$ cat config.mk
export PLATFORM = sky130hd
export DESIGN_NAME = adb_stream_table_responder
export DESIGN_NICKNAME = d
export VERILOG_FILES = /design/src/rtl/core/adbr_pkg.sv /design/src/rtl/core/adbr_front.sv /design/src/rtl/core/adbr_queue.sv /design/src/rtl/core/adbr_back.sv /design/src/rtl/core/adb_stream_table_responder.sv
export SDC_FILE = /design/constraint.sdc
export NUM_CORES = 2
export LEC_CHECK = 0
export BUFFER_PORTS_ARGS = -buffer_cell sky130_fd_sc_hd__buf_2
export CORE_ASPECT_RATIO = 1.1
export CORE_MARGIN = 4
export CORE_UTILIZATION = 55
export CTS_CLUSTER_DIAMETER = 200
export DETAILED_ROUTE_END_ITERATION = 16
export GPL_ROUTABILITY_DRIVEN = 0
export MAX_ROUTING_LAYER = met4
export PLACE_DENSITY_LB_ADDON = 0.2
export SLEW_MARGIN = 20
export SYNTH_ARGS = -nofsm -noshare
export SYNTH_HDL_FRONTEND = slang
export SYNTH_SLANG_ARGS = --single-unit
$ cat constraint.sdc
create_clock -name aclk -period 9.6 [get_ports aclk]
set_input_delay 0.48 -clock aclk [delete_from_list [all_inputs] [get_ports aclk]]
set_output_delay 0.48 -clock aclk [all_outputs]
set_load 0.02 [all_outputs]
$ cat src/rtl/core/adbr_pkg.sv
// ----------------------------------------------------------------------------
// adbr_pkg
// Shared types and constants for the stream table responder.
// ----------------------------------------------------------------------------
package adbr_pkg;

    localparam int unsigned STREAM_SLOTS_DEF = 32;

    localparam logic [31:0] CMD_CNXN = 32'h4e584e43;
    localparam logic [31:0] CMD_OKAY = 32'h59414b4f;
    localparam logic [31:0] CMD_CLSE = 32'h45534c43;
    localparam logic [31:0] CMD_WRTE = 32'h45545257;
    localparam logic [31:0] CMD_OPEN = 32'h4e45504f;
    localparam logic [31:0] CMD_AUTH = 32'h48545541;
    localparam logic [31:0] LINK_VERSION = 32'h01000000;
    localparam logic [31:0] LINK_MAXDATA = 32'h00040000;
    localparam logic [31:0] ALL_ONES = 32'hFFFFFFFF;
    localparam logic [31:0] BASE_RESET = 32'h00001000;

    localparam logic [31:0] AUTH_TYPE_TOKEN = 32'd1;
    localparam logic [31:0] AUTH_SIGN = 32'd2;
    localparam logic [31:0] AUTH_KEY = 32'd3;

    typedef enum logic [2:0] {
        OP_BAD, OP_CNXN, OP_AUTH, OP_OPEN, OP_WRTE, OP_CLSE
    } op_t;

    typedef enum logic [2:0] {
        KIND_FREE, KIND_SHELL, KIND_SYNC, KIND_TCP, KIND_JDWP, KIND_OTHER
    } kind_t;

    typedef enum logic [2:0] {
        SEL_NONE, SEL_PROMPT, SEL_SHELL_RESP, SEL_SYNC_OKAY,
        SEL_CONNECT, SEL_SIGN, SEL_KEY, SEL_TOKEN
    } sel_t;

    typedef enum logic [2:0] {
        ST_IDLE, ST_DECIDE, ST_SCAN, ST_READ, ST_EMIT1, ST_EMIT2
    } back_state_t;

    // One classified message handed from front to back
    typedef struct packed {
        op_t         op;
        logic [31:0] arg0;
        logic [31:0] arg1;
        logic        present;
        kind_t       kind;
    } job_t;

    // One planned reply header
    typedef struct packed {
        logic [31:0] cmd;
        logic [31:0] arg0;
        logic [31:0] arg1;
        sel_t        sel;
        logic        endc;
    } reply_t;

endpackage

$ cat src/rtl/core/adbr_front.sv
// ----------------------------------------------------------------------------
// adbr_front
// Accepts message headers, tracks session start and classifies each one.
// ----------------------------------------------------------------------------
module adbr_front
    import adbr_pkg::*;
(
    input  logic         aclk,
    input  logic         aresetn,
    input  logic         s_tvalid,
    output logic         s_tready,
    input  logic [167:0] s_tdata,
    input  logic         q_full,
    output logic         q_push,
    output job_t         q_data
);

    logic        session_reg;
    logic        session_next;
    logic [31:0] cmd;
    logic [31:0] len;
    logic [39:0] head;
    logic        take;
    logic        auth_ok;
    logic        needs_job;

    assign cmd  = s_tdata[31:0];
    assign len  = s_tdata[127:96];
    assign head = s_tdata[167:128];

    assign s_tready = !q_full;
    assign take     = s_tvalid && s_tready;
    assign auth_ok  = (s_tdata[63:32] == AUTH_TYPE_TOKEN) || (s_tdata[63:32] == AUTH_SIGN) ||
                      (s_tdata[63:32] == AUTH_KEY);

    // Classify the transfer and decide whether the back end sees it
    always_comb begin
        q_data.arg0    = s_tdata[63:32];
        q_data.arg1    = s_tdata[95:64];
        q_data.present = (len != 32'd0) && (len <= LINK_MAXDATA);
        q_data.op      = OP_BAD;
        needs_job      = 1'b0;
        session_next   = session_reg;

        if (len >= 32'd5 && head == 40'h7368656c6c) begin
            q_data.kind = KIND_SHELL;
        end else if (len >= 32'd5 && head == 40'h73796e633a) begin
            q_data.kind = KIND_SYNC;
        end else if (len >= 32'd4 && head[39:8] == 32'h7463703a) begin
            q_data.kind = KIND_TCP;
        end else if (len >= 32'd5 && head == 40'h6a6477703a) begin
            q_data.kind = KIND_JDWP;
        end else begin
            q_data.kind = KIND_OTHER;
        end

        if (!session_reg) begin
            if (cmd == CMD_CNXN) begin
                q_data.op    = OP_CNXN;
                needs_job    = 1'b1;
                session_next = take;
            end else if (cmd == CMD_AUTH) begin
                q_data.op    = OP_AUTH;
                needs_job    = auth_ok;
                session_next = take;
            end else begin
                q_data.op = OP_BAD;
                needs_job = 1'b1;
            end
        end else if (cmd == CMD_OPEN) begin
            q_data.op = OP_OPEN;
            needs_job = q_data.present;
        end else if (cmd == CMD_WRTE) begin
            q_data.op = OP_WRTE;
            needs_job = 1'b1;
        end else if (cmd == CMD_CLSE) begin
            q_data.op = OP_CLSE;
            needs_job = 1'b1;
        end else if (cmd == CMD_AUTH) begin
            q_data.op = OP_AUTH;
            needs_job = auth_ok;
        end

        q_push = take && needs_job;
    end

    // Hold session state
    always_ff @(posedge aclk) begin
        if (!aresetn) begin
            session_reg <= 1'b0;
        end else begin
            session_reg <= session_next;
        end
    end

endmodule

$ cat src/rtl/core/adbr_queue.sv
// ----------------------------------------------------------------------------
// adbr_queue
// Two-entry job queue between front and back end.
// ----------------------------------------------------------------------------
module adbr_queue
    import adbr_pkg::*;
(
    input  logic aclk,
    input  logic aresetn,
    input  logic push,
    input  job_t push_data,
    output logic full,
    input  logic pop,
    output logic valid,
    output job_t pop_data
);

    job_t       entry_reg [2];
    logic       wr_ptr_reg;
    logic       rd_ptr_reg;
    logic [1:0] count_reg;

    assign full     = (count_reg == 2'd2);
    assign valid    = (count_reg != 2'd0);
    assign pop_data = entry_reg[rd_ptr_reg];

    // Store pushed jobs
    always_ff @(posedge aclk) begin
        if (push) begin
            entry_reg[wr_ptr_reg] <= push_data;
        end
    end

    // Advance pointers and count
    always_ff @(posedge aclk) begin
        if (!aresetn) begin
            wr_ptr_reg <= 1'b0;
            rd_ptr_reg <= 1'b0;
            count_reg  <= 2'd0;
        end else begin
            if (push) begin
                wr_ptr_reg <= !wr_ptr_reg;
            end
            if (pop) begin
                rd_ptr_reg <= !rd_ptr_reg;
            end
            count_reg <= count_reg + {1'b0, push} - {1'b0, pop};
        end
    end

endmodule

$ cat src/rtl/core/adbr_back.sv
// ----------------------------------------------------------------------------
// adbr_back
// Executes jobs against the slot table and drives reply transfers.
// ----------------------------------------------------------------------------
module adbr_back
    import adbr_pkg::*;
#(
    parameter int unsigned STREAM_SLOTS = STREAM_SLOTS_DEF
) (
    input  logic         aclk,
    input  logic         aresetn,
    input  logic [31:0]  base,
    input  logic         q_valid,
    input  job_t         q_data,
    output logic         q_pop,
    output logic         m_tvalid,
    input  logic         m_tready,
    output logic [127:0] m_tdata,
    output logic [3:0]   m_tuser,
    output logic         m_tlast
);

    localparam int unsigned IDXW = (STREAM_SLOTS > 1) ? $clog2(STREAM_SLOTS) : 1;
    localparam logic [IDXW-1:0] LAST_IDX = IDXW'(STREAM_SLOTS - 1);

    back_state_t      state_reg, state_next;
    job_t             job_reg, job_next;
    logic [IDXW-1:0]  scan_reg, scan_next;
    logic [STREAM_SLOTS-1:0] occ_reg, occ_next;
    reply_t           p1_reg, p1_next, p2_reg, p2_next;
    logic             two_reg, two_next;

    logic             out_valid_reg, out_valid_next;
    reply_t           out_reg, out_next;
    logic             out_last_reg, out_last_next;
    logic             out_free;

    logic [34:0]      slot_mem [STREAM_SLOTS];
    logic [34:0]      rd_data_reg;
    logic [IDXW-1:0]  rd_addr;
    logic             mem_we;
    logic [IDXW-1:0]  mem_wa;
    logic [34:0]      mem_wd;

    logic [31:0]      diff;
    logic [IDXW-1:0]  look_idx;
    logic             in_range;
    logic [31:0]      cli;
    kind_t            rd_kind;
    logic [31:0]      scan_dev;

    assign diff     = job_reg.arg1 - base;
    assign look_idx = diff[IDXW-1:0];
    assign in_range = (diff < 32'(STREAM_SLOTS));
    assign cli      = rd_data_reg[31:0];
    assign rd_kind  = kind_t'(rd_data_reg[34:32]);
    assign scan_dev = base + 32'(scan_reg);
    assign out_free = !out_valid_reg || m_tready;

    assign m_tvalid = out_valid_reg;
    assign m_tdata  = {(out_reg.endc ? 32'd0 : (out_reg.cmd ^ ALL_ONES)),
                       out_reg.arg1, out_reg.arg0, out_reg.cmd};
    assign m_tuser  = {out_reg.endc, out_reg.sel};
    assign m_tlast  = out_last_reg;

    // Sequence one job: decide, scan or look up, then emit replies
    always_comb begin
        state_next     = state_reg;
        job_next       = job_reg;
        scan_next      = scan_reg;
        occ_next       = occ_reg;
        p1_next        = p1_reg;
        p2_next        = p2_reg;
        two_next       = two_reg;
        out_valid_next = out_valid_reg && !m_tready;
        out_next       = out_reg;
        out_last_next  = out_last_reg;
        q_pop          = 1'b0;
        rd_addr        = look_idx;
        mem_we         = 1'b0;
        mem_wa         = scan_reg;
        mem_wd         = {job_reg.kind, job_reg.arg0};

        case (state_reg)
            ST_IDLE: begin
                if (q_valid) begin
                    q_pop      = 1'b1;
                    job_next   = q_data;
                    state_next = ST_DECIDE;
                end
            end
            ST_DECIDE: begin
                two_next   = 1'b0;
                state_next = ST_EMIT1;
                case (job_reg.op)
                    OP_BAD: begin
                        p1_next = '{32'd0, 32'd0, 32'd0, SEL_NONE, 1'b1};
                    end
                    OP_CNXN: begin
                        p1_next = '{CMD_CNXN, LINK_VERSION, LINK_MAXDATA, SEL_CONNECT, 1'b0};
                    end
                    OP_AUTH: begin
                        if (job_reg.arg0 == AUTH_TYPE_TOKEN) begin
                            p1_next = '{CMD_AUTH, 32'd1, 32'd0, SEL_TOKEN, 1'b0};
                        end else if (job_reg.arg0 == AUTH_SIGN) begin
                            p1_next = '{CMD_CNXN, LINK_VERSION, LINK_MAXDATA, SEL_SIGN, 1'b0};
                        end else begin
                            p1_next = '{CMD_CNXN, LINK_VERSION, LINK_MAXDATA, SEL_KEY, 1'b0};
                        end
                    end
                    OP_OPEN: begin
                        scan_next  = '0;
                        state_next = ST_SCAN;
                    end
                    OP_WRTE, OP_CLSE: begin
                        state_next = (in_range && occ_reg[look_idx]) ? ST_READ : ST_IDLE;
                    end
                    default: begin
                        state_next = ST_IDLE;
                    end
                endcase
            end
            ST_SCAN: begin
                if (!occ_reg[scan_reg]) begin
                    mem_we             = 1'b1;
                    occ_next[scan_reg] = 1'b1;
                    p1_next    = '{CMD_OKAY, job_reg.arg0, scan_dev, SEL_NONE, 1'b0};
                    p2_next    = '{CMD_WRTE, scan_dev, job_reg.arg0, SEL_PROMPT, 1'b0};
                    two_next   = (job_reg.kind == KIND_SHELL);
                    state_next = ST_EMIT1;
                end else if (scan_reg == LAST_IDX) begin
                    p1_next    = '{CMD_CLSE, job_reg.arg0, 32'd0, SEL_NONE, 1'b0};
                    state_next = ST_EMIT1;
                end else begin
                    scan_next = scan_reg + 1'b1;
                end
            end
            ST_READ: begin
                state_next = ST_EMIT1;
                if (job_reg.op == OP_CLSE) begin
                    p1_next            = '{CMD_CLSE, cli, job_reg.arg1, SEL_NONE, 1'b0};
                    occ_next[look_idx] = 1'b0;
                end else begin
                    p1_next  = '{CMD_OKAY, cli, job_reg.arg1, SEL_NONE, 1'b0};
                    two_next = job_reg.present &&
                               (rd_kind == KIND_SHELL || rd_kind == KIND_SYNC);
                    p2_next  = '{CMD_WRTE, job_reg.arg1, cli,
                                 (rd_kind == KIND_SHELL) ? SEL_SHELL_RESP : SEL_SYNC_OKAY,
                                 1'b0};
                end
            end
            ST_EMIT1: begin
                if (out_free) begin
                    out_valid_next = 1'b1;
                    out_next       = p1_reg;
                    out_last_next  = !two_reg;
                    state_next     = two_reg ? ST_EMIT2 : ST_IDLE;
                end
            end
            ST_EMIT2: begin
                if (out_free) begin
                    out_valid_next = 1'b1;
                    out_next       = p2_reg;
                    out_last_next  = 1'b1;
                    state_next     = ST_IDLE;
                end
            end
            default: begin
                state_next = ST_IDLE;
            end
        endcase
    end

    // Control registers
    always_ff @(posedge aclk) begin
        if (!aresetn) begin
            state_reg     <= ST_IDLE;
            occ_reg       <= '0;
            out_valid_reg <= 1'b0;
        end else begin
            state_reg     <= state_next;
            occ_reg       <= occ_next;
            out_valid_reg <= out_valid_next;
        end
    end

    // Payload registers
    always_ff @(posedge aclk) begin
        job_reg      <= job_next;
        scan_reg     <= scan_next;
        p1_reg       <= p1_next;
        p2_reg       <= p2_next;
        two_reg      <= two_next;
        out_reg      <= out_next;
        out_last_reg <= out_last_next;
    end

    // Slot table: kind and client id
    always_ff @(posedge aclk) begin
        if (mem_we) begin
            slot_mem[mem_wa] <= mem_wd;
        end
        rd_data_reg <= slot_mem[rd_addr];
    end

endmodule

$ cat src/rtl/core/adb_stream_table_responder.sv
// ----------------------------------------------------------------------------
// adb_stream_table_responder
// Device-side stream table responder for a multiplexed link protocol.
// ----------------------------------------------------------------------------
// Each accepted header yields zero, one or two reply headers. The front end
// classifies a header in the cycle it is accepted and queues it (two deep);
// the back end handles one job at a time: it takes the job from the queue,
// decides on it, reads the slot table for WRTE and CLSE, and emits each reply
// in turn, waiting until the reply register is free. OPEN scans the occupancy
// bits one slot per cycle and stops at the lowest free slot, or at the last
// slot if all are taken. The reply register frees the back end as soon as
// a reply is taken.
module adb_stream_table_responder
    import adbr_pkg::*;
#(
    parameter int unsigned STREAM_SLOTS = STREAM_SLOTS_DEF
) (
    input  logic         aclk,
    input  logic         aresetn,
    input  logic         cfg_we,
    input  logic [31:0]  cfg_wdata,     // device_id_base
    input  logic         s_tvalid,
    output logic         s_tready,
    // msg_command, first_arg, second_arg, payload_length, payload_head
    input  logic [167:0] s_tdata,
    output logic         m_tvalid,
    input  logic         m_tready,
    // out_command, out_first_arg, out_second_arg, out_check
    output logic [127:0] m_tdata,
    // payload_select, end_connection
    output logic [3:0]   m_tuser,
    output logic         m_tlast
);

    logic [31:0] base_reg;
    logic        q_full;
    logic        q_push;
    logic        q_valid;
    logic        q_pop;
    job_t        push_job;
    job_t        pop_job;

    // Hold the device id base
    always_ff @(posedge aclk) begin
        if (!aresetn) begin
            base_reg <= BASE_RESET;
        end else if (cfg_we) begin
            base_reg <= cfg_wdata;
        end
    end

    adbr_front u_front (
        .aclk     (aclk),
        .aresetn  (aresetn),
        .s_tvalid (s_tvalid),
        .s_tready (s_tready),
        .s_tdata  (s_tdata),
        .q_full   (q_full),
        .q_push   (q_push),
        .q_data   (push_job)
    );

    adbr_queue u_queue (
        .aclk      (aclk),
        .aresetn   (aresetn),
        .push      (q_push),
        .push_data (push_job),
        .full      (q_full),
        .pop       (q_pop),
        .valid     (q_valid),
        .pop_data  (pop_job)
    );

    adbr_back #(
        .STREAM_SLOTS (STREAM_SLOTS)
    ) u_back (
        .aclk     (aclk),
        .aresetn  (aresetn),
        .base     (base_reg),
        .q_valid  (q_valid),
        .q_data   (pop_job),
        .q_pop    (q_pop),
        .m_tvalid (m_tvalid),
        .m_tready (m_tready),
        .m_tdata  (m_tdata),
        .m_tuser  (m_tuser),
        .m_tlast  (m_tlast)
    );

endmodule
==> results_dict.tcl <==
set metrics [dict create \
    hold_viol_final 0 \
    path_cells "inv_1 > ha_4 > inv_1 > fa_4 > buf_4 > mux4_2 > mux2i_1 > a221oi_1 > and3_1 > nand4_1 > or4_1 > o21ai_1" \
    cts-root-buf "clkbuf_16" \
    leakage_nw 26.0 \
    yosysSeqAreaShare_pct 73.6 \
    hold_buffers 95 \
    clock_power_share_pct 27.0 \
    drc 0 \
    synth-edff-count 1571 \
    p_comb_share_pct 30.2 \
    cp_common_cell "inv_1" \
    syn-cell-area_mm2 0.0671 \
    rsz0062_at_grt "no" \
    ctsHtreeMaxLevel 4 \
    path_class "reg2reg" \
    slew_viol_final 0 \
    synthDistinctLibCells 76 \
    grt-ovfl-total 0 \
    place_ws_ns 4.86 \
    layout-drive-gt1-share_pct 27.1 \
    critPathSlowestCell "fa_4" \
    clk-insertion-delay-late_ns 0.80 \
    p_switching_mw 7.54 \
    hpwl_um 111000 \
    switching_share_pct 33.1 \
    cp_max_fo 58 \
    pin_count 340 \
    setup_slack_ns 4.84 \
    status "complete, no violations" \
    wl_per_cell_um 30.3 \
    gr-usage-all-layers_pct 29.2 \
    cp_data_arrival_time_ns 5.48 \
    core_mm2 0.121 \
    ys_warn_count 0 \
    area_growth_pct 14.9 \
    start_kind "flop" \
    die_h_um 374 \
    synth_top_area_share_pct 70.4 \
    min-delay-path-class "in2reg" \
    synthArstFlopShare_pct 0 \
    clk_path_buf_depth 3 \
    vias 37800 \
    slew_headroom_pct 23.1 \
    dr.pass1.iters 6 \
    initial_core_util_pct 55.3 \
    p_per_area_mw_per_mm2 295 \
    period_minus_slack_ns 4.76 \
    fp.dieW_um 341 \
    cts_tree "done" \
    drt_wl_total_um 181000 \
    tns_ns 0 \
    fp-row-count 134 \
    syn_inst 3710 \
    grt_max_degree 140 \
    totalPowerFinal_mw 22.7 \
    clk_pin_slew_ns 0.06 \
    ant_nets 0 \
    yosys.area.top_type "edfxtp_1" \
    antenna_found_initial 3 \
    drt_iter0_drc 4721 \
    syn_area_per_cell_um2 18.1 \
    fmax_ghz 0.210 \
    post_cts_buffers 0 \
    viasPerCell 6.33 \
    yosys-top-cells-area "edfxtp_1, mux4_2, dfxtp_1" \
    drv_cap 0 \
    port_buffers 331 \
    clock_skew_ns 0.0295 \
    cts_resized 0 \
    numCtsBuffers 164 \
    slowest_delay_ns 1.14 \
    cp-end-kind "flop" \
    synth-main-ff-cell "edfxtp_1" \
    p_int_mw 15.2 \
    whs_ns 0.0663 \
    cts_sinks 1679 \
    largest_reg_flops 1120 \
    setup_violations 0 \
    grt_pass1_vias 37100 \
    ys_ff_latch 1679 \
    worstMarginPinSlew_ns 1.15 \
    crit_family "adder cells" \
    vdd_ir_drop_max_mv 0.249 \
    seq_power_share_pct 42.8 \
    layout.nets 4447 \
    grt_pass1_wl_um 261000 \
    die-area_mm2 0.128 \
    post-route-period-util_pct 49.6 \
    critPathRequiredTime_ns 10.33 \
    worstPathBufferInverterCount 3 \
]
-- metrics by stage --
stage          util, %  std cells  area [µm²]
2_1_floorplan        -       3717       67100
3_3_place_gp      58.4       5561       70800
3_5_place_dp      58.5       5568       70900
4_1_cts           63.6       5968       77000
5_1_grt           63.6       5970       77100
6_report          63.6       5970       77100
-- power by group through the flow --
stage	Combinational (mW)	Clock, mW	Sequential [mW]
detailed placement	6.78	0	9.89
finish	6.86	6.15	9.74
CTS	6.83	6.24	9.74
global placement	6.60	0	9.91
global route	7.28	6.55	9.76
floorplan	3.95	0	10.0
-- metal layers --
metal,part of all wire [%],wire (µm),global-route usage [%],vias to the layer above
met4,3.9,7120,10.6,0
met5,0,0,-,-
met2,49,88000,45.4,2156
met3,9.5,17300,5.54,342
li1,-,-,-,15800
met1,38,68600,39.2,19500
-- worst register-to-register path, stage by stage, from the launching register on --
cell and delay (ns):
edfxtp_1 0.38, inv_1 0.12, ha_4 0.15, inv_1 0.06, fa_4 1.14, buf_4 0.83, mux4_2 0.38, mux2i_1 0.08
a221oi_1 0.51, and3_1 0.24, nand4_1 0.09, or4_1 0.54, o21ai_1 0.15
-- synth_stat cells, drive strengths merged, types with 11 or more instances --
master,count
ha,43
a22oi,106
mux4,297
mux2,138
nor2b,49
o211a,16
edfxtp,1571
nor2,140
nor3,40
buf,79
nor4,34
nand2b,18
a21oi,84
and2,41
a31oi,11
inv,59
nand2,262
and3,31
xnor2,44
nand4,50
dfxtp,108
o221a,17
mux2i,82
o21ai,69
xor2,14
clkbuf,133
nand3,34
a21o,15
-- logic make-up after synthesis --
| kind of cell | after synthesis | share of synthesized area [%] |
|---|---|---|
| DFF | 1679 | 73.6 |
| and+or+nand+nor | 751 | 5.55 |
| muxes | 517 | 13.5 |
| AOI/OAI and AO/OA | 388 | 4.02 |
| buffers and inverters | 271 | 1.70 |
| xor gates and xnor gates | 58 | 0.769 |
| adders and majority gates | 45 | 0.862 |
| other | 1 | 0.00559 |
-- placed cells by master, fill, tap and decap left out, types with 10 or more instances in the layout --
cell type      count
buf_4             90
nand2b_1          17
o21ai_0           64
nor2_1           134
a22oi_1          106
nand3_1           34
xnor2_1           41
nor2b_1           47
and2_2            12
nand2_1          260
xor2_1            11
a311oi_1          10
mux4_2           297
mux2_2           138
ha_1              42
inv_1             57
dfxtp_1          106
and2_1            24
o221a_2           17
edfxtp_1        1571
nor4_1            33
a21o_1            15
o211a_1           16
nor3_1            34
clkinv_2          18
clkbuf_16        165
and3_2            16
a21oi_1           84
clkbuf_1          46
mux2i_1           82
nand4_1           50
buf_2            331
dlygate4sd3_1     95
clkinv_1          37
a31oi_1           11
and3_1            15
-- worst paths after layout --
kind / start / end / slack, ns / depth (start not counted)
min: cfg_wdata[0] / base_reg[0] / 0.07 / 3
max reg2reg: u_back.job_reg[4] / u_back.state_reg[1] / 4.84 / 12
max: u_back.job_reg[4] / u_back.state_reg[1] / 4.84 / 12
min reg2reg: u_back.p1_reg[86] / u_back.m_tdata[18] / 0.50 / 1
-- area by class of cell --
type	count	area [µm²]
repair buffers	526	3470
well taps	1632	2040
fillers	8424	44200
clock inverters	85	724
clock buffers	220	4430
inverters	59	221
multi-input cells	1767	16800
diodes	2	5.00
flip-flops and latches	1679	49300
Power figures use the tool's default switching activity.
